[config.mk]
export PLATFORM = sky130hd
export DESIGN_NAME = parallax_scroll_ramp_controller
export DESIGN_NICKNAME = d
export VERILOG_FILES = /design/src/psr_pkg.sv /design/src/psr_div.sv /design/src/psr_dp.sv /design/src/psr_ctrl.sv /design/src/parallax_scroll_ramp_controller.sv
export SDC_FILE = /design/constraint.sdc
export NUM_CORES = 1
export LEC_CHECK = 0
export ABC_AREA = 1
export BUFFER_PORTS_ARGS = -buffer_cell sky130_fd_sc_hd__buf_4
export CAP_MARGIN = 20
export CORE_MARGIN = 2
export CORE_UTILIZATION = 64
export CTS_BUF_LIST = sky130_fd_sc_hd__clkbuf_4 sky130_fd_sc_hd__clkbuf_8
export DETAILED_ROUTE_END_ITERATION = 8
export PLACE_DENSITY = 0.8
export SLEW_MARGIN = 20
export SYNTH_ARGS = -nofsm -noshare
export SYNTH_HDL_FRONTEND = slang
export SYNTH_SLANG_ARGS = --single-unit
[constraint.sdc]
create_clock -name clock -period 5.1 [get_ports clock]
set_clock_uncertainty 0.05 [all_clocks]
set_input_delay 0.255 -clock clock [delete_from_list [all_inputs] [get_ports clock]]
set_output_delay 0.255 -clock clock [all_outputs]
set_load 0.01 [all_outputs]
[src/psr_pkg.sv]
// Shared types and constants for the parallax scroll ramp controller.
package psr_pkg;

   // Request codes carried in req_type.
   localparam logic [2:0] OP_TICK   = 3'd0;
   localparam logic [2:0] OP_SET    = 3'd1;
   localparam logic [2:0] OP_RAMP   = 3'd2;
   localparam logic [2:0] OP_ADD    = 3'd3;
   localparam logic [2:0] OP_CLEAR  = 3'd4;
   localparam logic [2:0] OP_REARM  = 3'd5;
   localparam logic [2:0] OP_VBLANK = 3'd6;

   // Result kinds carried in result_kind.
   localparam logic [2:0] KIND_POS    = 3'd0;
   localparam logic [2:0] KIND_FIRE   = 3'd1;
   localparam logic [2:0] KIND_LAYER  = 3'd2;
   localparam logic [2:0] KIND_ACK    = 3'd3;
   localparam logic [2:0] KIND_REJECT = 3'd4;

   localparam logic [15:0] STEP_UP   = 16'h0001;
   localparam logic [15:0] STEP_DOWN = 16'hFFFF;

   typedef struct packed {
      logic [2:0]  req_type;
      logic [15:0] speed_value;
      logic [7:0]  ramp_frames;
      logic [15:0] trigger_distance;
   } psr_req_type;

   typedef struct packed {
      logic [2:0]  result_kind;
      logic [7:0]  layer1_y;
      logic [7:0]  layer2_y;
      logic [7:0]  distance_px;
      logic [15:0] speed_now;
      logic [2:0]  fired_slot;
      logic        last;
   } psr_rsp_type;

   typedef enum logic [3:0] {
      ST_IDLE,
      ST_EXEC,
      ST_DIV,
      ST_MOVE,
      ST_WALK_RD,
      ST_WALK_CMP,
      ST_POS,
      ST_SCAN,
      ST_ONE
   } psr_state_type;

   typedef struct packed {
      logic       take_req;
      logic       ramp_tick;
      logic       advance;
      logic       walk_start;
      logic       fire_set;
      logic       idx_inc;
      logic       scan_start;
      logic       emit_inc;
      logic       set_speed;
      logic       div_start;
      logic       ramp_commit;
      logic       add_slot;
      logic       clear_slots;
      logic       rearm;
      logic       clear_pending;
      logic       load_rsp;
      logic [2:0] rsp_kind;
      logic       rsp_last;
   } psr_cmd_type;

   typedef struct packed {
      logic [2:0] req_type;
      logic       frames_zero;
      logic       slots_full;
      logic       pending;
      logic       speed_zero;
      logic       div_done;
      logic       idx_end;
      logic       fire_hit;
      logic       mask_bit;
      logic       nf_zero;
      logic       fire_last;
   } psr_status_type;

endpackage

[src/psr_div.sv]
// Radix-2 restoring divider: 16-bit magnitude by 8-bit divisor, one bit per cycle.
module psr_div import psr_pkg::*; (
   input  logic        clock,
   input  logic        reset,
   input  logic        start,
   input  logic [15:0] dividend,
   input  logic [7:0]  divisor,
   output logic        done,
   output logic [15:0] quotient
);

   logic [4:0]  cnt_ff, cnt_in;
   logic        busy_ff, busy_in;
   logic        done_ff, done_in;
   logic [7:0]  rem_ff, rem_in;
   logic [15:0] quo_ff, quo_in;
   logic [7:0]  dvs_ff, dvs_in;
   logic [8:0]  trial;
   logic        ge;

   assign trial = {rem_ff, quo_ff[15]};
   assign ge    = trial >= {1'b0, dvs_ff};

   always_comb begin
      cnt_in  = cnt_ff;
      busy_in = busy_ff;
      done_in = 1'b0;
      rem_in  = rem_ff;
      quo_in  = quo_ff;
      dvs_in  = dvs_ff;
      if (start) begin
         cnt_in  = '0;
         busy_in = 1'b1;
         rem_in  = '0;
         quo_in  = dividend;
         dvs_in  = divisor;
      end else if (busy_ff) begin
         rem_in = ge ? 8'(trial - {1'b0, dvs_ff}) : trial[7:0];
         quo_in = {quo_ff[14:0], ge};
         cnt_in = cnt_ff + 5'd1;
         if (cnt_ff == 5'd15) begin
            busy_in = 1'b0;
            done_in = 1'b1;
         end
      end
   end

   always_ff @(posedge clock) begin
      if (reset) begin
         cnt_ff  <= '0;
         busy_ff <= 1'b0;
         done_ff <= 1'b0;
      end else begin
         cnt_ff  <= cnt_in;
         busy_ff <= busy_in;
         done_ff <= done_in;
      end
   end

   always_ff @(posedge clock) begin
      rem_ff <= rem_in;
      quo_ff <= quo_in;
      dvs_ff <= dvs_in;
   end

   assign done     = done_ff;
   assign quotient = quo_ff;

endmodule

[src/psr_dp.sv]
// Datapath: scroll state, trigger slot memory, ramp divider and result register.
module psr_dp import psr_pkg::*; #(
   parameter int TRIGGER_SLOTS = 8
) (
   input  logic           clock,
   input  logic           reset,
   input  psr_cmd_type    cmd,
   output psr_status_type status,
   input  psr_req_type    req_data,
   output psr_rsp_type    rsp_data
);

   localparam int CW = $clog2(TRIGGER_SLOTS + 1);
   localparam int AW = (TRIGGER_SLOTS > 1) ? $clog2(TRIGGER_SLOTS) : 1;

   psr_req_type req_ff;
   psr_rsp_type rsp_ff;

   logic [15:0] layer1_pos_ff, layer2_pos_ff, speed_ff, target_ff, step_ff, dist_ff;
   logic [7:0]  layer1_lat_ff, layer2_lat_ff;
   logic        ramping_ff, pending_ff, diff_neg_ff;
   logic [CW-1:0] count_ff, idx_ff, nf_ff, emitted_ff;
   logic [TRIGGER_SLOTS-1:0] mask_ff;
   logic [TRIGGER_SLOTS-1:0] fired_ff;
   logic [15:0] slot_mem [TRIGGER_SLOTS];
   logic [15:0] rd_data_ff;

   logic [AW-1:0] idx_a, cnt_a;
   logic [15:0]   ramp_sum, l1_sum, l2_sum;
   logic          step_pos, step_neg, snap;
   logic [16:0]   diff;
   logic [15:0]   diff_mag;
   logic          div_done;
   logic [15:0]   div_quo, quo_signed, step_fixed;

   assign idx_a = idx_ff[AW-1:0];
   assign cnt_a = count_ff[AW-1:0];

   // Ramp step applied on a tick; the speed snaps once it reaches the target.
   assign ramp_sum = speed_ff + step_ff;
   assign step_pos = !step_ff[15] && (step_ff != '0);
   assign step_neg = step_ff[15];
   assign snap     = (step_pos && ramp_sum >= target_ff) || (step_neg && ramp_sum <= target_ff);

   assign l1_sum = layer1_pos_ff + speed_ff;
   assign l2_sum = layer2_pos_ff + {1'b0, speed_ff[15:1]};

   // Signed difference of target and speed, split into sign and magnitude.
   assign diff     = {req_ff.speed_value[15], req_ff.speed_value} - {speed_ff[15], speed_ff};
   assign diff_mag = diff[16] ? 16'(-diff) : diff[15:0];

   psr_div u_div (
      .clock    (clock),
      .reset    (reset),
      .start    (cmd.div_start),
      .dividend (diff_mag),
      .divisor  (req_ff.ramp_frames),
      .done     (div_done),
      .quotient (div_quo)
   );

   assign quo_signed = diff_neg_ff ? 16'(-div_quo) : div_quo;
   assign step_fixed = (quo_signed != '0) ? quo_signed :
                       (req_ff.speed_value > speed_ff) ? STEP_UP : STEP_DOWN;

   always_ff @(posedge clock) begin
      if (reset) begin
         layer1_pos_ff <= '0;
         layer2_pos_ff <= '0;
         speed_ff      <= '0;
         target_ff     <= '0;
         step_ff       <= '0;
         ramping_ff    <= 1'b0;
         dist_ff       <= '0;
         layer1_lat_ff <= '0;
         layer2_lat_ff <= '0;
         pending_ff    <= 1'b1;
         count_ff      <= '0;
         idx_ff        <= '0;
         nf_ff         <= '0;
         emitted_ff    <= '0;
         mask_ff       <= '0;
         diff_neg_ff   <= 1'b0;
      end else begin
         if (cmd.ramp_tick && ramping_ff) begin
            speed_ff <= snap ? target_ff : ramp_sum;
            if (snap) begin
               ramping_ff <= 1'b0;
            end
         end
         if (cmd.set_speed) begin
            speed_ff   <= req_ff.speed_value;
            target_ff  <= req_ff.speed_value;
            ramping_ff <= 1'b0;
         end
         if (cmd.div_start) begin
            diff_neg_ff <= diff[16];
         end
         if (cmd.ramp_commit) begin
            target_ff  <= req_ff.speed_value;
            step_ff    <= step_fixed;
            ramping_ff <= 1'b1;
         end
         if (cmd.advance) begin
            layer1_pos_ff <= l1_sum;
            layer2_pos_ff <= l2_sum;
            dist_ff       <= dist_ff + speed_ff;
            layer1_lat_ff <= l1_sum[15:8];
            layer2_lat_ff <= l2_sum[15:8];
            pending_ff    <= 1'b1;
         end
         if (cmd.clear_pending) begin
            pending_ff <= 1'b0;
         end
         if (cmd.add_slot) begin
            count_ff <= count_ff + CW'(1);
         end
         if (cmd.clear_slots) begin
            count_ff <= '0;
         end
         if (cmd.walk_start) begin
            idx_ff  <= '0;
            nf_ff   <= '0;
            mask_ff <= '0;
         end
         if (cmd.scan_start) begin
            idx_ff     <= '0;
            emitted_ff <= '0;
         end
         if (cmd.idx_inc) begin
            idx_ff <= idx_ff + CW'(1);
         end
         if (cmd.fire_set) begin
            nf_ff          <= nf_ff + CW'(1);
            mask_ff[idx_a] <= 1'b1;
         end
         if (cmd.emit_inc) begin
            emitted_ff <= emitted_ff + CW'(1);
         end
      end
   end

   // Fired flags and slot distances are written before they are read.
   always_ff @(posedge clock) begin
      if (cmd.rearm) begin
         fired_ff <= '0;
      end else if (cmd.add_slot) begin
         fired_ff[cnt_a] <= 1'b0;
      end else if (cmd.fire_set) begin
         fired_ff[idx_a] <= 1'b1;
      end
   end

   always_ff @(posedge clock) begin
      if (cmd.add_slot) begin
         slot_mem[cnt_a] <= req_ff.trigger_distance;
      end
      rd_data_ff <= slot_mem[idx_a];
   end

   always_ff @(posedge clock) begin
      if (cmd.take_req) begin
         req_ff <= req_data;
      end
      if (cmd.load_rsp) begin
         rsp_ff.result_kind <= cmd.rsp_kind;
         rsp_ff.layer1_y    <= layer1_lat_ff;
         rsp_ff.layer2_y    <= layer2_lat_ff;
         rsp_ff.distance_px <= dist_ff[15:8];
         rsp_ff.speed_now   <= speed_ff;
         rsp_ff.fired_slot  <= (cmd.rsp_kind == KIND_FIRE) ? 3'(idx_ff) : 3'd0;
         rsp_ff.last        <= cmd.rsp_last;
      end
   end

   always_comb begin
      status.req_type    = req_ff.req_type;
      status.frames_zero = (req_ff.ramp_frames == '0);
      status.slots_full  = (count_ff >= CW'(TRIGGER_SLOTS));
      status.pending     = pending_ff;
      status.speed_zero  = (speed_ff == '0);
      status.div_done    = div_done;
      status.idx_end     = (idx_ff >= count_ff);
      status.fire_hit    = !fired_ff[idx_a] && ({8'd0, dist_ff[15:8]} >= rd_data_ff);
      status.mask_bit    = mask_ff[idx_a];
      status.nf_zero     = (nf_ff == '0);
      status.fire_last   = ({1'b0, emitted_ff} + (CW + 1)'(1)) == {1'b0, nf_ff};
   end

   assign rsp_data = rsp_ff;

endmodule

[src/psr_ctrl.sv]
// Controller state machine: sequences each command and the result channel.
module psr_ctrl import psr_pkg::*; (
   input  logic           clock,
   input  logic           reset,
   input  logic           req_valid,
   output logic           req_ready,
   output logic           rsp_valid,
   input  logic           rsp_ready,
   input  psr_status_type status,
   output psr_cmd_type    cmd
);

   psr_state_type state_ff, state_in;
   logic [2:0]    kind_ff, kind_in;
   logic          rsp_valid_ff, rsp_valid_in;
   logic          slot_free;

   // The result register may be reloaded in the cycle its item leaves.
   assign slot_free = !rsp_valid_ff || rsp_ready;

   always_comb begin
      state_in = state_ff;
      kind_in  = kind_ff;
      unique case (state_ff)
         ST_IDLE: begin
            if (req_valid) begin
               state_in = ST_EXEC;
            end
         end
         ST_EXEC: begin
            kind_in  = KIND_ACK;
            state_in = ST_ONE;
            unique case (status.req_type)
               OP_TICK: state_in = ST_MOVE;
               OP_RAMP: begin
                  if (!status.frames_zero) begin
                     state_in = ST_DIV;
                  end
               end
               OP_ADD: begin
                  if (status.slots_full) begin
                     kind_in = KIND_REJECT;
                  end
               end
               OP_VBLANK: begin
                  if (status.pending) begin
                     kind_in = KIND_LAYER;
                  end
               end
               default: ;
            endcase
         end
         ST_DIV: begin
            if (status.div_done) begin
               state_in = ST_ONE;
            end
         end
         ST_MOVE: state_in = status.speed_zero ? ST_POS : ST_WALK_RD;
         ST_WALK_RD: state_in = status.idx_end ? ST_POS : ST_WALK_CMP;
         ST_WALK_CMP: state_in = ST_WALK_RD;
         ST_POS: begin
            if (slot_free) begin
               state_in = status.nf_zero ? ST_IDLE : ST_SCAN;
            end
         end
         ST_SCAN: begin
            if (status.mask_bit && slot_free && status.fire_last) begin
               state_in = ST_IDLE;
            end
         end
         ST_ONE: begin
            if (slot_free) begin
               state_in = ST_IDLE;
            end
         end
         default: state_in = ST_IDLE;
      endcase
   end

   always_comb begin
      cmd = '0;
      unique case (state_ff)
         ST_IDLE: cmd.take_req = req_valid;
         ST_EXEC: begin
            unique case (status.req_type)
               OP_TICK: cmd.ramp_tick = 1'b1;
               OP_SET:  cmd.set_speed = 1'b1;
               OP_RAMP: begin
                  cmd.set_speed = status.frames_zero;
                  cmd.div_start = !status.frames_zero;
               end
               OP_ADD:    cmd.add_slot      = !status.slots_full;
               OP_CLEAR:  cmd.clear_slots   = 1'b1;
               OP_REARM:  cmd.rearm         = 1'b1;
               OP_VBLANK: cmd.clear_pending = status.pending;
               default: ;
            endcase
         end
         ST_DIV: cmd.ramp_commit = status.div_done;
         ST_MOVE: begin
            cmd.walk_start = 1'b1;
            cmd.advance    = !status.speed_zero;
         end
         ST_WALK_RD: ;
         ST_WALK_CMP: begin
            cmd.fire_set = status.fire_hit;
            cmd.idx_inc  = 1'b1;
         end
         ST_POS: begin
            cmd.load_rsp   = slot_free;
            cmd.rsp_kind   = KIND_POS;
            cmd.rsp_last   = status.nf_zero;
            cmd.scan_start = slot_free && !status.nf_zero;
         end
         ST_SCAN: begin
            cmd.rsp_kind = KIND_FIRE;
            cmd.rsp_last = status.fire_last;
            if (status.mask_bit) begin
               cmd.load_rsp = slot_free;
               cmd.emit_inc = slot_free;
               cmd.idx_inc  = slot_free;
            end else begin
               cmd.idx_inc = 1'b1;
            end
         end
         ST_ONE: begin
            cmd.load_rsp = slot_free;
            cmd.rsp_kind = kind_ff;
            cmd.rsp_last = 1'b1;
         end
         default: ;
      endcase
   end

   assign rsp_valid_in = cmd.load_rsp || (rsp_valid_ff && !rsp_ready);

   always_ff @(posedge clock) begin
      if (reset) begin
         state_ff     <= ST_IDLE;
         kind_ff      <= KIND_ACK;
         rsp_valid_ff <= 1'b0;
      end else begin
         state_ff     <= state_in;
         kind_ff      <= kind_in;
         rsp_valid_ff <= rsp_valid_in;
      end
   end

   assign req_ready = (state_ff == ST_IDLE);
   assign rsp_valid = rsp_valid_ff;

endmodule

[src/parallax_scroll_ramp_controller.sv]
// Top level of the parallax scroll ramp controller: controller, datapath and checks.
// One command item is taken at a time; its results leave through a result register, so the
// next item is taken while the last result still waits. A ramp with a nonzero frame count
// runs the one-bit-per-cycle divider before its step is committed. A tick at nonzero speed
// advances the layers and walks the added trigger slots, reading each slot distance from
// the trigger memory and then comparing it; a tick at zero speed skips the walk. When
// triggers fire, a scan then emits a fire result for each fired slot. The position result
// and each fire result also wait for a free result register.
module parallax_scroll_ramp_controller import psr_pkg::*; #(
   parameter int TRIGGER_SLOTS = 8
) (
   input  logic        clock,
   input  logic        reset,
   input  logic        req_valid,
   output logic        req_ready,
   input  psr_req_type req_data,
   output logic        rsp_valid,
   input  logic        rsp_ready,
   output psr_rsp_type rsp_data
);

   psr_cmd_type    cmd;
   psr_status_type status;

   psr_ctrl u_ctrl (
      .clock     (clock),
      .reset     (reset),
      .req_valid (req_valid),
      .req_ready (req_ready),
      .rsp_valid (rsp_valid),
      .rsp_ready (rsp_ready),
      .status    (status),
      .cmd       (cmd)
   );

   psr_dp #(
      .TRIGGER_SLOTS (TRIGGER_SLOTS)
   ) u_dp (
      .clock    (clock),
      .reset    (reset),
      .cmd      (cmd),
      .status   (status),
      .req_data (req_data),
      .rsp_data (rsp_data)
   );

   // A waiting result is never overwritten by a new one.
   assert property (@(posedge clock) disable iff (reset)
      cmd.load_rsp |-> (!rsp_valid || rsp_ready))
      else $error("result register reloaded while its item was still waiting");

   // An accepted item is decoded before another is taken.
   assert property (@(posedge clock) disable iff (reset)
      (req_valid && req_ready) |=> !req_ready)
      else $error("second item taken before the first was decoded");

   // The divider only finishes while a ramp command holds the block busy.
   assert property (@(posedge clock) disable iff (reset)
      status.div_done |-> !req_ready)
      else $error("divider finished while the block was idle");

   // A fire result is only produced when the walk recorded at least one fire.
   assert property (@(posedge clock) disable iff (reset)
      (cmd.load_rsp && cmd.rsp_kind == KIND_FIRE) |-> !status.nf_zero)
      else $error("fire result without a recorded trigger");

endmodule
======== Word-level counts from Yosys, hierarchy flattened ========
Memory sizes are Yosys's and may differ from the RTL's. A register that Yosys moved wholly into a read port is not among the register bits.
Cells that the tools add are included.
operators by class
  order comparisons ....................... 11
  multiplexer cells ....................... 77
  multipliers ............................. 0
  reduce and logical (&&, ||, !) cells .... 44
  divide/modulo/power cells ............... 0
  shift-type cells ........................ 0
  add/subtract/negate cells ............... 14
  equality and inequality tests ........... 22
  bitwise logic cells ..................... 5
operators by type and width
  kind                 number
  $mux 16              11
  $mux 4               13
  $add 16x16->16       3
  $mux 8               6
  $pmux 4 s9           1
  $neg 16->16          2
  $reduce_bool 16->1   2
  $mux 1               31
  $sub 16x16->17       1
  $add 16x15->16       1
  $add 4x1->4 const B  4
  $eq 4x3->1 const B   4
  $ge 16x16->1         1
  $ge 8x16->1          1
  $gt 16x16->1         1
  $le 16x16->1         1
  $logic_not 16->1     1
  $or 8x8->8           2
  $pmux 5 s3           1
  $reduce_bool 2->1    7
  $logic_and 1x1->1    11
  $eq 3x3->1 const B   3
  $ge 9x8->1           1
  $reduce_bool 3->1    3
  other kinds (35)     61
storage, ports and cells
  register bits after elaboration ......... 284
  ROM bits ................................ 0
  memories ................................ 1
  latch bits .............................. 0
  word-level logic and storage cells ...... 211
  input port bits ......................... 47
  RAM bits ................................ 128
  output and inout bits ................... 49
memories
  memory         words  bits a word  rd ports  clocked after memory_dff  wr ports  line          RTL
  u_dp.slot_mem  8      16           1         1                         1         psr_dp.sv:25  logic [15:0] slot_mem [TRIGGER_SLOTS];

======== Depth between registers and ports, before layout ========
  word-level depth ........................ 8
  depth in mapped cells ................... 22

======== Modules after synthesis ========
From an unflattened synthesis, not the netlist that was laid out.
second synthesis, totals
  cells, all modules ...................... 2495
  area, all modules ....................... 21670.8 sq um
modules (own cells, without submodules)
  module    cells an instance  area each (sq um)  instances
  psr_dp    2109               18804.3            1
  psr_div   256                2089.5             1
  psr_ctrl  130                777.0              1

======== Least setup slack after synthesis ========
No wires, ideal clock.
  kind .................................... reg2reg
  from .................................... register u_ctrl.state_ff[1]
  to ...................................... register u_dp.rsp_ff (netlist bit u_dp.rsp_data[0]) (enable)
  period minus slack after synthesis ...... 3543 ps
  arrival ................................. 3034 ps
  library setup time ...................... 459 ps
  required time ........................... 4591 ps
  path buffers ............................ 0
  stages on the path, launching flop included .. 6
  slack ................................... 1557 ps
  path through ............................ dfxtp_1 > nor2_1 > inv_1 > nor3_1 > a31oi_1 > o21ai_1
RTL lines
  element                 line             RTL
  from (decl)             psr_ctrl.sv:13   psr_state_type state_ff, state_in;
  from (signal assigned)  psr_ctrl.sv:143  state_ff <= state_in;
  to (decl)               psr_dp.sv:17     psr_rsp_type rsp_ff;

======== Worst setup path in the final report ========
  from .................................... register u_dp.speed_ff[0]
  to ...................................... register u_dp.speed_ff[2]
between the ends
  word-level cells in the longest chain between the ends .. 7
  elaborated cells on any way between the ends .. 9
  those cells by class .................... 1 x add/sub; 2 x order compare; 3 x mux; 3 x reduce/logical
RTL lines
  element                                              line          RTL
  from (decl)                                          psr_dp.sv:19  logic [15:0] layer1_pos_ff, layer2_pos_ff, speed_ff, target_ff, step_ff, dist_ff;
  from (signal assigned)                               psr_dp.sv:86  speed_ff <= snap ? target_ff : ramp_sum;
  from (signal assigned)                               psr_dp.sv:92  speed_ff <= req_ff.speed_value;
  $add 16x16->16 *                                     psr_dp.sv:40  assign ramp_sum = speed_ff + step_ff;
  $ge 16x16->1 / $le 16x16->1 (equally long branches)  psr_dp.sv:43  assign snap = (step_pos && ramp_sum >= target_ff) || (step_neg && ramp_sum <= target_ff);
  $logic_and 1x1->1                                    psr_dp.sv:43
  $logic_or 1x1->1                                     psr_dp.sv:43
  $mux 16 *                                            psr_dp.sv:86
  $mux 16 *                                            psr_dp.sv:85  if (cmd.ramp_tick && ramping_ff) begin
  $mux 16 *                                            psr_dp.sv:91  if (cmd.set_speed) begin
Every way passes the cells marked *; elsewhere a longest branch is shown, timed or not. The select of a mux whose other input is x is not followed.
A chain may end at the register's enable or synchronous reset.

==> results.ini <==
[logic_synthesis]
ys_types = 53
syn_area_um2 = 21200
synth_edf_count = 242
seq_area_frac_synth_pct = 50.4
yosys_most_used_dff = edfxtp_1
syn_avg_cell_area_um2 = 8.71
ys_seq_elements = 412
ys_warn_count = 0
synth_fp_nets = 2606
synthArstFlopShare_pct = 0
synthCells = 2432

[floorplan]
fp.dieH_um = 186
die_width_um = 186
initial_core_util_pct = 65.1
ios = 96
die_area_um2 = 34600
core-area_um2 = 32500
fp-row-count = 66

[place]
gp_congestion = 0.897
hpwlAfterDp_mm = 36.7
numPlacedInstances = 2924
io_buffers = 95
preCtsSetupSlack_ps = 1140

[final_layout]
final_util_pct = 74.7
layout-drive-gt1-share_pct = 10.4
multi_input_area_um2 = 9100
antenna_cells = 0
instances_no_fill = 3095
fin_nets = 2773
nFillCells = 2466
area_growth_pct = 14.6
seq_area_um2 = 10700

[setup_path]
max_stage_delay_ps = 470
path_cells = ha_1 -> fa_1 -> nand3_1 -> nand3_1 -> a21boi_0 -> nand2b_1 -> nand3b_1 -> nand2_1 -> inv_1 -> ha_1 -> nand2_1 -> nor3_1 -> nand3_1 -> nand3_1 -> nand2_2 -> nand2_2 -> nand2_1 -> nand3_1 -> a21oi_1
startpoint_type = flip-flop
cpMostUsedCell = nand3_1
path_delay_family = simple AND/OR/NAND/NOR gates
crit_cells = 19
reg2regPathDepth = 19
critical-path-slowest-cell = a21boi_0
critPathArrivalTime_ps = 4490
cp_data_required_time_ps = 5530
cp-end-kind = flip-flop
path_buf_inv = 1
path_class = reg -> reg
cp_max_fo = 17

[timing]
worstMarginPinSlew_ps = 1100
setup_viol = 0
slew_viol_final = 0
relSlewSlack_pct = 26.4
grt_setup_unrepaired = false
finalHoldViolCount = 0
setup_slack_ps = 1040
fin_crit_sh_pct = 79.5
tns_ps = 0
fin_crit_ps = 4060
max_freq_mhz = 247

[clock_network]
cts-htree-levels = 3
cts_hold_buf = 44
cts_max_path_buffers = 3
cts.clk_slew.worst_paths_ps = 60
root_buffer = clkbuf_8
postCtsResizedCells = 0
cts_tree = built
cts_buffers = 70
clk_latency_ps = 630
post_cts_buffers = 0
numClockSinks = 412

[status]
outcome = finished clean

[pwr]
power_density_nw_per_um2 = 385
switching_share_pct = 32.1
power.switching_w = 0.00300
max-vdd-ir-drop_v = 0.000376
internal_power_w = 0.00634
p_leak_nw = 10.6
p_comb_share_pct = 21.4
pwr-share-seq_pct = 44.8
power.share.clock_pct = 33.8

[route]
viasPerCell = 5.76
routed_wl_mm = 54.7
antenna_left = 0
drt_first_pass_iters = 6
wl_per_cell_um = 17.7
drt_iter0_markers = 1410
vias = 17834
remaining_drc_errors = 0

[global_routing]
grt_pass1_wl_mm = 85.5
grt_antenna_before_repair = 2
grt_overflow = 0
grt_pass1_vias = 16974
grtUsageTotal_pct = 31.8
grt_max_degree = 63

[min_path]
hp-class = in -> reg
holdPathStages = 2

[job]
drv_cap = 0

cells by family after synthesis:
| family | after synthesis | share of synthesized area (%) |
|---|---|---|
| and+or+nand+nor | 976 | 19.7 |
| AOI/OAI and AO/OA | 471 | 12.6 |
| DFF | 412 | 50.4 |
| buffers and inverters | 378 | 6.84 |
| adders and majority gates | 127 | 7.71 |
| xor gates and xnor gates | 68 | 2.81 |
synthesized netlist by cell type (17+ instances only):
cell,instances,area [µm²]
nand4_1,46,288
a22oi_1,21,158
nand2_1,522,1960
a31oi_1,17,106
nor2_1,182,683
clkbuf_1,37,139
xnor2_1,23,201
ha_1,121,1510
inv_1,297,1110
o21ai_1,18,90.1
inv_2,20,75.1
xor2_1,45,394
dfxtp_1,170,3400
o21ai_0,156,781
nand3_1,157,786
nor3_1,20,100
edfxtp_1,242,7270
a21oi_1,180,901
cell type report:
cell class                      instances  share of cell area, %
Sequential cell                       412                   43.9
Multi-Input combinational cell       1642                   37.5
Timing Repair Buffer                  154                   5.26
Clock buffer                           95                   5.00
Inverter                              319                   4.93
Tap cell                              442                   2.28
Clock inverter                         31                   1.13
metrics by stage:
step / hold slack [ps] / area [µm²] / power, W
after floorplan: 304 / 21200 / 0.00553
after global placement: 370 / 22300 / 0.00610
after detailed placement: 380 / 22300 / 0.00617
after CTS: 64.9 / 24300 / 0.00933
after global routing: 107 / 24300 / 0.00978
final: 133 / 24300 / 0.00934
per-layer routing:
layer | up-vias | share of wire (%) | track usage (%)
li1 | 8637 | - | -
met1 | 8317 | 42 | 40.8
met2 | 718 | 47 | 52.5
met3 | 158 | 7.6 | 6.34
met4 | 4 | 3.5 | 13.6
met5 | - | 0.024 | 0
flip-flops by register name (all words and copies together), names as in the netlist, 16 cells and up:
register             flops
u_dp.rd_data_ff         16
u_dp.req_ff             40
u_dp.target_ff          16
u_dp.slot_mem          128
u_dp.u_div.quotient     16
u_dp.speed_ff           16
u_dp.rsp_data           47
u_dp.step_ff            16
u_dp.dist_ff            16
power groups by stage:
| stage | clock (W) | sequential [W] | combinational [W] |
|---|---|---|---|
| after floorplan | 0 | 0.00420 | 0.00132 |
| after global placement | 0 | 0.00423 | 0.00187 |
| after detailed placement | 0 | 0.00424 | 0.00193 |
| after CTS | 0.00318 | 0.00418 | 0.00197 |
| after global routing | 0.00333 | 0.00422 | 0.00223 |
| final | 0.00315 | 0.00419 | 0.00200 |
layout by cell type (no fill, tap or decap), types with 10 or more instances in the layout:
master         netlist  layout
xor2_1              45      45
nand3_1            157     157
buf_4                2     109
a221oi_1            14      14
nand2_1            522     522
a22oi_1             21      21
dfxtp_1            170     170
inv_1              297     296
clkinv_1             2      12
clkinv_2             0      10
clkbuf_4             0      15
xnor2_1             23      23
o21ai_0            156     156
o211ai_1            11      11
edfxtp_1           242     242
ha_1               121     121
clkbuf_8             0      80
nor2_1             182     177
a21oi_1            180     180
dlygate4sd3_1        0      44
nand3b_1            12      12
nand4_1             46      46
inv_2               20      21
a31oi_1             17      17
a22o_1              14      14
nor3_1              20      20
o21ai_1             18      17
final timing paths:
kind	start	to	slack (ps)
setup / recovery	u_dp.speed_ff[0]	u_dp.speed_ff[2]	1040
hold / removal	reset	u_dp.mask_ff[0]	130
setup reg to reg	u_dp.speed_ff[0]	u_dp.speed_ff[2]	1040
hold reg to reg	u_dp.req_ff[18]	u_dp.u_div.dvs_ff[2]	400
No activity file was read; power rests on OpenSTA's default activity.
